`src/rtl/core/double_ended_priority_queue_top_defines.svh`:
```
// assertion macros used by the priority queue top
`ifndef DOUBLE_ENDED_PRIORITY_QUEUE_TOP_DEFINES_SVH
`define DOUBLE_ENDED_PRIORITY_QUEUE_TOP_DEFINES_SVH

// same-cycle implication, checked out of reset
`define DEP_ASSERT_NOW(lbl, ante, cons, msg) \
  lbl: assert property (@(posedge clk) disable iff (!rst_n) (ante) |-> (cons)) \
    else $error(msg);

// next-cycle implication, checked out of reset
`define DEP_ASSERT_NEXT(lbl, ante, cons, msg) \
  lbl: assert property (@(posedge clk) disable iff (!rst_n) (ante) |=> (cons)) \
    else $error(msg);

`endif

```
`src/rtl/core/dep_pkg.sv`:
```
// types and constants of the double-ended priority queue
package dep_pkg;

  localparam int CAPACITY  = 64;
  localparam int OCC_W     = $clog2(CAPACITY + 1);
  localparam int PRIO_W    = 32;
  localparam int CLIENT_W  = 32;
  localparam int COUNT_W   = 16;
  localparam int MODE_W    = 2;

  localparam logic [COUNT_W-1:0] COUNT_MAX = {COUNT_W{1'b1}};
  localparam logic [COUNT_W-1:0] COUNT_ONE = COUNT_W'(1);

  localparam logic [MODE_W-1:0] MODE_INSERT  = 2'd0;
  localparam logic [MODE_W-1:0] MODE_POP_MAX = 2'd1;
  localparam logic [MODE_W-1:0] MODE_POP_MIN = 2'd2;

  // what every cell does in the update cycle
  typedef enum logic [2:0] {
    CMD_IDLE,
    CMD_INC,
    CMD_INSERT,
    CMD_DEC_TOP,
    CMD_DEC_BOTTOM,
    CMD_SHIFT_DOWN
  } cell_cmd_t;

  typedef struct packed {
    logic [PRIO_W-1:0]   prio;
    logic [CLIENT_W-1:0] client;
    logic [COUNT_W-1:0]  count;
  } entry_t;

  typedef struct packed {
    logic                cmp_en;
    logic [PRIO_W-1:0]   cmp_prio;
    cell_cmd_t           cmd;
    logic [PRIO_W-1:0]   new_prio;
    logic [CLIENT_W-1:0] new_client;
  } cell_ctrl_t;

endpackage

```
`src/rtl/core/dep_cell.sv`:
```
// one cell of the sorted chain: an entry plus its compare flags
module dep_cell (
  input  logic                clk,
  input  dep_pkg::cell_ctrl_t ctrl,
  input  logic                valid,
  input  logic                is_top,
  input  logic                is_bottom,
  input  logic                left_lt,
  input  dep_pkg::entry_t     left_ent,
  input  dep_pkg::entry_t     right_ent,
  output dep_pkg::entry_t     ent,
  output logic                lt,
  output logic                eq
);

  dep_pkg::entry_t ent_r;
  dep_pkg::entry_t ent_nxt;
  logic            lt_r;
  logic            eq_r;

  always_comb begin
    ent_nxt = ent_r;
    case (ctrl.cmd)
      dep_pkg::CMD_INC: begin
        if (eq_r && ent_r.count != dep_pkg::COUNT_MAX) begin
          ent_nxt.count = ent_r.count + dep_pkg::COUNT_ONE;
        end
      end
      dep_pkg::CMD_INSERT: begin
        if (!lt_r) begin
          if (left_lt) begin
            ent_nxt.prio   = ctrl.new_prio;
            ent_nxt.client = ctrl.new_client;
            ent_nxt.count  = dep_pkg::COUNT_ONE;
          end else begin
            ent_nxt = left_ent;
          end
        end
      end
      dep_pkg::CMD_DEC_TOP: begin
        if (is_top) begin
          ent_nxt.count = ent_r.count - dep_pkg::COUNT_ONE;
        end
      end
      dep_pkg::CMD_DEC_BOTTOM: begin
        if (is_bottom) begin
          ent_nxt.count = ent_r.count - dep_pkg::COUNT_ONE;
        end
      end
      dep_pkg::CMD_SHIFT_DOWN: begin
        ent_nxt = right_ent;
      end
      default: begin
        ent_nxt = ent_r;
      end
    endcase
  end

  always_ff @(posedge clk) begin
    ent_r <= ent_nxt;
    if (ctrl.cmp_en) begin
      lt_r <= valid && (ent_r.prio < ctrl.cmp_prio);
      eq_r <= valid && (ent_r.prio == ctrl.cmp_prio);
    end
  end

  assign ent = ent_r;
  assign lt  = lt_r;
  assign eq  = eq_r;

endmodule

```
`config.mk`:
```
export PLATFORM = sky130hd
export DESIGN_NAME = dep_cell
export DESIGN_NICKNAME = d
export VERILOG_FILES = /design/src/rtl/core/double_ended_priority_queue_top_defines.svh /design/src/rtl/core/dep_pkg.sv /design/src/rtl/core/dep_cell.sv
export SDC_FILE = /design/constraint.sdc
export NUM_CORES = 1
export LEC_CHECK = 0
export BUFFER_PORTS_ARGS = -buffer_cell sky130_fd_sc_hd__buf_2
export CELL_PAD_IN_SITES_DETAIL_PLACEMENT = 1
export CELL_PAD_IN_SITES_GLOBAL_PLACEMENT = 2
export CORE_AREA = 2 2 158 160
export DETAILED_ROUTE_END_ITERATION = 8
export DIE_AREA = 0 0 160 162
export HOLD_SLACK_MARGIN = 0.05
export PLACE_DENSITY = 0.8
export RECOVER_POWER = 50
export SLEW_MARGIN = 20
export SYNTH_ARGS = -nofsm -noshare
export SYNTH_HDL_FRONTEND = slang
export SYNTH_SLANG_ARGS = --single-unit
export TNS_END_PERCENT = 100
```
`constraint.sdc`:
```
create_clock -name clk -period 9.7 [get_ports clk]
set_clock_uncertainty 0.1 [all_clocks]
set_input_delay 1.94 -clock clk [delete_from_list [all_inputs] [get_ports clk]]
set_output_delay 1.94 -clock clk [all_outputs]
set_load 0.1 [all_outputs]
```
==> load_flow_metrics.sql, run 1 <==
INSERT INTO impl_metrics (metric_group, metric, value, unit) VALUES
('floorplanning', 'die_h', '162', 'um'),
('timing', 'timing_max_transition_violations_final', '69', ''),
('cts', 'postCtsSetupBuffers', '0', ''),
('floorplanning', 'starting_density', '0.2383', ''),
('critical_path', 'delay_of_the_slowest_critical_path_stage', '2.38', 'ns'),
('floorplanning', 'core_area', '0.02411', 'mm2'),
('grt', 'globalRouteTotalUtil', '0.1600', ''),
('placement', 'placement.setup.worst_slack', '4.427', 'ns'),
('drt', 'drt-wirelength-per-cell', '16.78', 'um'),
('timing', 'post_route_setup_tns', '0', 'ns'),
('critical_path', 'worstSetupPathType', 'in -> reg', ''),
('cells_and_area', 'nFillCells', '3005', ''),
('yosys', 'synth.distinct_cells', '50', ''),
('job', 'max-cap-violations', '2', ''),
('cells_and_area', 'final_core_util', '0.3331', ''),
('power', 'powerDensity', '173.9', 'mW/mm2'),
('yosys', 'synth.top_cells.by_count', '92 x sky130_fd_sc_hd__o21ai_0, 82 x sky130_fd_sc_hd__edfxtp_1, 78 x sky130_fd_sc_hd__nand2_1', ''),
('cells_and_area', 'fin_nets', '1229', ''),
('yosys', 'post-synth-top-count-cell', 'sky130_fd_sc_hd__o21ai_0', ''),
('critical_path', 'reg2reg_setup_slack', '6.89', 'ns'),
('drt', 'antenna_violating_nets_post_route', '0', ''),
('cts', 'number_of_buffers_created_by_cts', '9', ''),
('cts', 'tritoncts_clock_tree', 'built', ''),
('drt', 'met1_routed_length', '8.819', 'mm'),
('critical_path', 'timing.critical_path.arrival', '6.23', 'ns'),
('yosys', 'synth-seq-cells', '82', ''),
('grt', 'grt_pass1_vias', '6026', ''),
('outcome', 'violations', 'max-capacitance violations, max-slew violations', ''),
('floorplanning', 'std_cell_rows', '57', ''),
('placement', 'dp.final_hpwl', '17.23', 'mm'),
('yosys', 'synth_top_flop_cell', 'sky130_fd_sc_hd__edfxtp_1', ''),
('outcome', 'run_status', 'complete, but fails checks', ''),
('critical_path', 'cp_max_fo', '47', ''),
('placement', 'placedInstanceArea', '0.007828', 'mm2'),
('cts', 'worst_skew_pair_later_pin_latency', '0.35', 'ns'),
('drt', 'dr_wl_met3', '1.214', 'mm'),
('cts', 'clock-root-buffer', 'sky130_fd_sc_hd__clkbuf_16', ''),
('drt', 'met2RoutedLength', '10.63', 'mm'),
('timing', 'timing.final.setup_violations', '0', ''),
('timing', 'max_slew.worst_pin.slew', '3.297', 'ns'),
('yosys', 'share_of_flip_flops_with_an_asynchronous_set_or_reset', '0', ''),
('floorplanning', 'floorplan.die.width', '160', 'um'),
('cells_and_area', 'final-seq-area', '0.002462', 'mm2'),
('critical_path', 'worst_path_most_repeated_cell', 'sky130_fd_sc_hd__clkbuf_1', ''),
('power', 'power.leakage', '3.645', 'nW'),
('yosys', 'post_synth_inst_count', '582', ''),
('floorplanning', 'ios', '347', ''),
('timing', 'grt_setup_unrepaired', 'false', ''),
('cells_and_area', 'multi_input_area', '0.003042', 'mm2'),
('cts', 'htree_levels', '3', ''),
('timing', 'final_hold_viol_count', '0', ''),
('worst_hold_path', 'hold_class', 'reg -> reg', ''),
('cts', 'cts_hold_buffers', '0', ''),
('yosys', 'yosysTopAreaCellShare', '0.4287', ''),
('grt', 'grt_antenna_before_repair', '0', ''),
('floorplanning', 'dieArea', '0.02592', 'mm2'),
('yosys', 'synthesis.area', '0.005744', 'mm2'),
('cts', 'clk_pin_slew_worst_paths', '0.07', 'ns'),
('cells_and_area', 'diodes', '0', ''),
('cts', 'buffer_levels_on_the_longest_clock_path', '2', ''),
('grt', 'largest_net_degree_at_the_start_of_global_routing', '75', ''),
('timing', 'crit_path_time_final', '6.213', 'ns'),
('yosys', 'synth_nets', '896', ''),
('critical_path', 'path_cells', 'clkbuf_1, clkbuf_1, mux2i_1, o21ai_0', ''),
('critical_path', 'cp.required', '9.71', 'ns'),
('drt', 'via_count', '5604', ''),
('timing', 'finalCritPeriodShare', '0.6405', ''),
('cells_and_area', 'proportion_of_layout_cells_with_a_drive_suffix_above_1', '0.3163', ''),
('placement', 'globalplace.congestion', '0.7725', ''),
('cells_and_area', 'synthToLayoutAreaGrowth', '39.77', '%'),
('cts', 'postCtsResizedCells', '0', '');
==> per-stage QoR <==
stage               hold slack, ns  total power, mW  std cells
detailed placement          0.6956            1.036       1228
global route                0.7435            1.474       1244
CTS                         0.7092            1.421       1244
finish                      0.7132            1.397       1244
floorplan                    1.092           0.8906        582
global placement            0.6808            1.028       1228
==> critical path: cells and delay by family <==
| family | cells | cell delay, ns |
|---|---|---|
| buf+inv | 2 | 3.48 |
| compound gates | 1 | 0.45 |
| mux | 1 | 0.25 |
==> state kept, by name, summed over array words and instances (netlist names) <==
signal,flops
lt,1
ent,80
eq,1
==> per-layer routing <==
metal  GRT usage  vias to the layer above
li1            -                     2809
met1      0.1873                     2600
met2      0.2936                      180
met3     0.04137                       15
met4     0.03686                        0
met5           0                        -
==> where the power goes <==
group | switching, mW | internal [mW] | total (mW)
logic | 0.394 | 0.156 | 0.550
registers | 0.0282 | 0.440 | 0.468
clock network | 0.153 | 0.225 | 0.378
==> logic make-up after synthesis <==
logic type,after synthesis,share of synthesized area
XOR/XNOR,13,0.01982
AND/OR/NAND/NOR,139,0.1113
flip-flops,82,0.4287
AO/OA/AOI/OAI,164,0.1690
adder cells (fa/ha/maj),49,0.1080
buffers and inverters,68,0.04552
multiplexers,67,0.1176
==> cell usage in the layout (no fill, tap or decap), drive strengths merged, types with 4 or more instances in the layout <==
cell,n
nor2,18
xnor2,6
nand3,4
xor2,7
mux2i,66
edfxtp,82
nand4,15
nand2,78
inv,40
a21oi,20
a31oi,4
o21ai,95
nand2b,5
clkbuf,96
a22oi,14
buf,264
a21o,16
ha,48
==> area by class of cell <==
| type | instances | area share |
|---|---|---|
| clock inverters | 7 | 0.01153 |
| clock buffers | 9 | 0.02805 |
| repair buffers | 351 | 0.2062 |
| inverters | 39 | 0.01823 |
| flip-flops and latches | 82 | 0.3067 |
| multi-input cells | 432 | 0.3788 |
| well taps | 324 | 0.05049 |
==> final timing paths <==
check | depth (start not counted) | end | start
worst max register to register | 9 | ent[14] | ent[0]
worst max-delay path | 4 | ent[75] | left_lt
worst min-delay path | 1 | ent[0] | ent[0]
worst min register to register | 1 | ent[0] | ent[0]
(Power assumes the default switching activity.)
==> inputs of run 2 (changes only) <==
Clock period 9.7 ns to 6.4 ns, I/O delays scaled along.
==> run 2 against run 1 <==
  * The flow still finishes with violations (max-capacitance violations, max-slew violations)
  * Worst hold slack got worse by 0.0071 ns
  * Cell count about the same
  * Clock power rose by 40%
==> load_flow_metrics.sql, run 2 (same netlist as run 1, synthesis figures left out) <==
INSERT INTO impl_metrics (metric_group, metric, value, unit) VALUES
('power', 'power.ir.vdd_worst', '0.1063', 'mV'),
('critical_path', 'worstSetupPathType', 'in -> reg', ''),
('cts', 'tritoncts_num_sinks', '82', ''),
('cts', 'number_of_buffers_created_by_cts', '9', ''),
('grt', 'grt_first_pass_wirelength', '32.17', 'mm'),
('power', 'power.leakage', '3.644', 'nW'),
('grt', 'globalRouteTotalUtil', '0.1596', ''),
('drt', 'routed_wl', '20.89', 'mm'),
('grt', 'grt_remaining_overflow', '0', ''),
('placement', 'placedCellCount', '1228', ''),
('grt', 'grt_antenna_before_repair', '0', ''),
('worst_hold_path', 'hold_class', 'reg -> reg', ''),
('placement', 'dp.final_hpwl', '17.17', 'mm'),
('floorplanning', 'ios', '347', ''),
('cts', 'htree_levels', '3', ''),
('cells_and_area', 'nFillCells', '2988', ''),
('timing', 'finalCritPeriodShare', '0.6784', ''),
('cells_and_area', 'diodes', '0', ''),
('cts', 'tritoncts_clock_tree', 'built', ''),
('cts', 'postCtsResizedCells', '0', ''),
('placement', 'numPortBuffers', '346', ''),
('cts', 'buffer_levels_on_the_longest_clock_path', '2', ''),
('cells_and_area', 'largest_register_ffs', '80', ''),
('floorplanning', 'die_h', '162', 'um'),
('drt', 'antenna_violating_nets_post_route', '0', ''),
('timing', 'post_route_hold_slack', '0.7061', 'ns'),
('timing', 'grt_setup_unrepaired', 'false', ''),
('timing', 'post_route_setup_tns', '0', 'ns'),
('timing', 'timing_max_transition_violations_final', '30', ''),
('drt', 'via_count', '5586', ''),
('drt', 'drt-wirelength-per-cell', '16.81', 'um'),
('power', 'powerDensity', '258.6', 'mW/mm2'),
('grt', 'largest_net_degree_at_the_start_of_global_routing', '76', ''),
('floorplanning', 'starting_density', '0.2383', ''),
('outcome', 'violations', 'max-capacitance violations, max-slew violations', ''),
('floorplanning', 'std_cell_rows', '57', ''),
('timing', 'crit_path_time_final', '4.342', 'ns'),
('timing', 'slew_headroom', '-0.6087', ''),
('critical_path', 'endpoint_kind', 'register', ''),
('cells_and_area', 'final_core_util', '0.3320', ''),
('critical_path', 'cp.required', '6.39', 'ns'),
('floorplanning', 'floorplan.die.width', '160', 'um'),
('timing', 'max_slew.worst_pin.slew', '2.413', 'ns'),
('cts', 'clock-root-buffer', 'sky130_fd_sc_hd__clkbuf_16', ''),
('critical_path', 'timing.critical_path.arrival', '4.33', 'ns'),
('cells_and_area', 'proportion_of_layout_cells_with_a_drive_suffix_above_1', '0.3210', ''),
('floorplanning', 'core_area', '0.02411', 'mm2'),
('cts', 'worst_skew_pair_later_pin_latency', '0.34', 'ns'),
('drt', 'drt-vias-per-instance', '4.494', ''),
('power', 'p_total', '2.069', 'mW'),
('grt', 'grt_pass1_vias', '5950', ''),
('job', 'max-cap-violations', '1', ''),
('cells_and_area', 'layout_common_cells', '264 x sky130_fd_sc_hd__buf_2, 91 x sky130_fd_sc_hd__o21ai_0, 84 x sky130_fd_sc_hd__clkbuf_1', ''),
('critical_path', 'cp_max_fo', '17', ''),
('timing', 'timing.final.setup_violations', '0', ''),
('floorplanning', 'dieArea', '0.02592', 'mm2'),
('critical_path', 'start_kind', 'primary input', ''),
('cells_and_area', 'stdcell_count', '1243', ''),
('placement', 'globalplace.congestion', '0.7837', ''),
('drt', 'drt-initial-drc-count', '221', ''),
('cts', 'clk_pin_slew_worst_paths', '0.06', 'ns'),
('cells_and_area', 'fin_nets', '1229', ''),
('outcome', 'run_status', 'complete, but fails checks', ''),
('timing', 'fmax', '230.3', 'MHz'),
('timing', 'final_hold_viol_count', '0', ''),
('drt', 'remaining_routing_drc_violations', '0', ''),
('cells_and_area', 'final_common_cell', 'sky130_fd_sc_hd__buf_2', ''),
('cts', 'cts_hold_buffers', '0', ''),
('cts', 'postCtsSetupBuffers', '0', ''),
('cells_and_area', 'synthToLayoutAreaGrowth', '39.34', '%'),
('drt', 'detailedRoute.firstPassIterationCount', '5', '');
[run 2: metrics by stage]
step / setup WS (ns) / area, um2
global route: 1.766 / 8004
global placement: 1.869 / 7825
detailed placement: 1.795 / 7828
CTS: 2.160 / 8113
floorplan: 1.204 / 5744
finish: 2.058 / 8004
[run 2: final timing paths]
kind | depth (start not counted) | slack, ns | from | to
setup / recovery | 11 | 2.06 | ctrl[66] | ent[15]
hold / removal | 1 | 0.71 | ent[0] | ent[0]
setup reg to reg | 9 | 3.65 | ent[0] | ent[14]
hold reg to reg | 1 | 0.71 | ent[0] | ent[0]
[run 2: critical path: stages]
cell and delay, ns:
sky130_fd_sc_hd__clkbuf_1 0.42, sky130_fd_sc_hd__nor2b_1 0.13, sky130_fd_sc_hd__a22o_1 0.51, sky130_fd_sc_hd__ha_1 0.55, sky130_fd_sc_hd__nand4_1 0.16, sky130_fd_sc_hd__nor2_1 0.18
sky130_fd_sc_hd__nand4_1 0.14, sky130_fd_sc_hd__a21oi_1 0.30, sky130_fd_sc_hd__nor2_2 0.07, sky130_fd_sc_hd__mux2_4 0.29, sky130_fd_sc_hd__a221o_1 0.29
[run 2: routing by layer]
metal  GRT usage  vias up  share of wire
met5           0        -              0
met1      0.1926     2584           0.43
met4     0.03972        0          0.013
met3     0.04009       16          0.061
met2      0.2849      179           0.50
li1            -     2807              -
[run 2: area by class of cell]
cell class	count	area, um2	share of cell area
clock buffers	10	229.0	0.02861
well taps	324	405.4	0.05065
inverters	39	146.4	0.01829
multi-input cells	432	3042	0.3800
clock inverters	5	56.30	0.007035
repair buffers	351	1663	0.2078
flip-flops and latches	82	2462	0.3076
[run 2: power breakdown]
group / internal (mW) / total (mW) / switching, mW
logic: 0.235 / 0.831 / 0.596
registers: 0.667 / 0.710 / 0.0435
clock network: 0.300 / 0.528 / 0.228
total: 1.20 / 2.07 / 0.867
==> inputs of run 3 (changes only) <==
Settings changed: CORE_AREA 2 2 158 160 to 2 2 165 167, DIE_AREA 0 0 160 162 to 0 0 167 169, PLACE_DENSITY 0.8 to 0.77.
Clock period 6.4 ns to 3.6 ns, I/O delays scaled along.
==> run 3 against run 2 <==
  * Count of clock-buffer cells in the layout down 1
  * Core utilization down 2.4 points
  * Power up 84%
  * The flow now finishes without violations
  * Die area increased by 8.9%
  * Worst hold slack worse by 0.16 ns
  * Via count rose by 2.1%
  * Combinational power rose by 84%
==> load_flow_metrics.sql, run 3 (same netlist as run 1, synthesis figures left out) <==
INSERT INTO impl_metrics (metric_group, metric, value, unit) VALUES
('outcome', 'run_status', 'completed', ''),
('timing', 'setup_slack', '0.2602', 'ns'),
('drt', 'detailedRoute.firstPassIterationCount', '4', ''),
('cells_and_area', 'largest_register_ffs', '80', ''),
('timing', 'fmax', '299.4', 'MHz'),
('cts', 'cts_hold_buffers', '0', ''),
('grt', 'grt_antenna_before_repair', '3', ''),
('placement', 'numPortBuffers', '346', ''),
('placement', 'dp.final_hpwl', '17.80', 'mm'),
('cts', 'postCtsResizedCells', '0', ''),
('cells_and_area', 'layout_common_cells', '288 x sky130_fd_sc_hd__buf_2, 91 x sky130_fd_sc_hd__o21ai_0, 82 x sky130_fd_sc_hd__edfxtp_1', ''),
('power', 'power.ir.vdd_worst', '0.2662', 'mV'),
('floorplanning', 'floorplan.die.width', '167', 'um'),
('cts', 'htree_levels', '3', ''),
('timing', 'max_slew.worst_pin.slew', '1.293', 'ns'),
('grt', 'grt_pass1_vias', '6087', ''),
('critical_path', 'worstSetupPathType', 'in -> reg', ''),
('cts', 'postCtsSetupBuffers', '0', ''),
('cts', 'clk_pin_slew_worst_paths', '0.07', 'ns'),
('cts', 'tritoncts_num_sinks', '82', ''),
('grt', 'largest_net_degree_at_the_start_of_global_routing', '79', ''),
('cells_and_area', 'proportion_of_layout_cells_with_a_drive_suffix_above_1', '0.3531', ''),
('drt', 'drt-initial-drc-count', '252', ''),
('timing', 'post_route_hold_slack', '0.5451', 'ns'),
('placement', 'globalplace.congestion', '0.8303', ''),
('timing', 'slew_headroom', '0.1414', ''),
('power', 'internal_power', '2.246', 'mW'),
('drt', 'drt-wirelength-per-cell', '17.02', 'um'),
('cts', 'number_of_buffers_created_by_cts', '9', ''),
('floorplanning', 'ios', '347', ''),
('timing', 'final_hold_viol_count', '0', ''),
('timing', 'finalCritPeriodShare', '0.9277', ''),
('critical_path', 'cp_max_fo', '17', ''),
('power', 'pwr-share-clk', '0.269', ''),
('critical_path', 'start_kind', 'primary input', ''),
('drt', 'antenna_violating_nets_post_route', '0', ''),
('timing', 'grt_setup_unrepaired', 'false', ''),
('job', 'max-cap-violations', '0', ''),
('power', 'powerDensity', '466.5', 'mW/mm2'),
('floorplanning', 'starting_density', '0.2168', ''),
('power', 'net-switching-power', '1.567', 'mW'),
('critical_path', 'endpoint_kind', 'register', ''),
('grt', 'globalRouteTotalUtil', '0.1509', ''),
('critical_path', 'crit_path_top_delay_cell', 'sky130_fd_sc_hd__a22o_2', ''),
('drt', 'drt-vias-per-instance', '4.487', ''),
('cells_and_area', 'fin_nets', '1238', ''),
('timing', 'timing_max_transition_violations_final', '0', ''),
('drt', 'highest-signal-layer', 'met5', ''),
('cells_and_area', 'final_common_cell', 'sky130_fd_sc_hd__buf_2', ''),
('power', 'pwr-share-comb', '0.400', ''),
('critical_path', 'worst_path_dominant_cell_family', 'compound AO/OA/AOI/OAI gates', ''),
('power', 'swShare', '0.4108', ''),
('floorplanning', 'die_h', '169', 'um'),
('timing', 'crit_path_time_final', '3.340', 'ns'),
('power', 'p_total', '3.813', 'mW'),
('floorplanning', 'dieArea', '0.02822', 'mm2'),
('cts', 'buffer_levels_on_the_longest_clock_path', '2', ''),
('critical_path', 'delay_of_the_slowest_critical_path_stage', '0.42', 'ns'),
('critical_path', 'cp.buffers_inverters', '2', ''),
('grt', 'grt_first_pass_wirelength', '33.08', 'mm'),
('timing', 'timing.final.setup_violations', '0', ''),
('drt', 'dr_wl_met3', '1.177', 'mm'),
('power', 'power.leakage', '3.783', 'nW'),
('cells_and_area', 'synthToLayoutAreaGrowth', '42.30', '%'),
('power', 'seq_power_share', '0.331', ''),
('worst_hold_path', 'hold_class', 'in -> reg', ''),
('cts', 'clock-root-buffer', 'sky130_fd_sc_hd__clkbuf_16', ''),
('cts', 'tritoncts_clock_tree', 'built', ''),
('grt', 'grt_remaining_overflow', '0', ''),
('critical_path', 'cp.required', '3.60', 'ns'),
('drt', 'met2RoutedLength', '10.97', 'mm'),
('critical_path', 'worst_path_most_repeated_cell', 'sky130_fd_sc_hd__o21ai_0', ''),
('cts', 'worst_skew_pair_later_pin_latency', '0.35', 'ns'),
('drt', 'remaining_routing_drc_violations', '0', ''),
('drt', 'routed_wl', '21.63', 'mm'),
('floorplanning', 'core_area', '0.02650', 'mm2'),
('drt', 'via_count', '5703', ''),
('drt', 'met1_routed_length', '9.152', 'mm'),
('critical_path', 'path_cells', 'buf_2, nor2b_1, a22o_2, inv_1, fa_1, nand3b_1, a31oi_1, o211a_1, o21ai_0, o21ai_0, mux2i_1, nand2_1', ''),
('placement', 'placement.setup.worst_slack', '-0.1073', 'ns'),
('critical_path', 'timing.critical_path.arrival', '3.34', 'ns'),
('floorplanning', 'std_cell_rows', '60', '');
## run 3: cell count changes in the layout (fill, tap and decap cells not counted), sizes merged
cell      change
clkbuf       -24
diode         +1
clkinvlp      -1
clkinv        +2
buf          +32
bufinv        +1
## run 3: area by class of cell
type | count | area, um2
tap | 341 | 426.7
multi-input combinational | 432 | 3033
fill | 3263 | 18330
clock buffer | 9 | 225.2
sequential | 82 | 2462
antenna | 1 | 2.502
inverter | 39 | 146.4
clock inverter | 7 | 93.84
timing repair buffer | 360 | 1784
## run 3: metrics by stage
stage               instances  instance area [um2]  setup TNS (ns)  utilization
floorplan                 582                 5749               0            -
global placement         1254                 7965               0       0.3006
detailed placement       1254                 7965         -0.1735       0.3006
CTS                      1270                 8284               0       0.3126
global route             1271                 8174               0       0.3085
finish                   1271                 8174               0       0.3085
## run 3: per-layer routing
metal,vias up,global-route usage
met5,-,0
met4,4,0.04085
met3,21,0.03577
met2,169,0.2709
met1,2669,0.1802
li1,2840,-
## run 3: worst paths after layout
kind / startpoint / end / slack (ns) / depth (start not counted)
worst min register to register: ent[0] / ent[0] / 0.71 / 1
worst max register to register: ent[0] / ent[14] / 0.79 / 9
worst max-delay path: ctrl[64] / ent[14] / 0.26 / 12
worst min-delay path: right_ent[23] / ent[23] / 0.55 / 3
## run 3: tightest hold or removal path: stages
cell and delay (ns):
sky130_fd_sc_hd__buf_2 0.07, sky130_fd_sc_hd__nand2_1 0.03, sky130_fd_sc_hd__o21ai_0 0.05
## run 3: power groups by stage
stage	logic [mW]	clock network, mW	registers [mW]
after global routing	1.65	1.11	1.27
after CTS	1.55	1.08	1.26
final	1.53	1.03	1.26
after floorplan	0.543	0	1.85
after detailed placement	1.55	0	1.28
after global placement	1.53	0	1.28
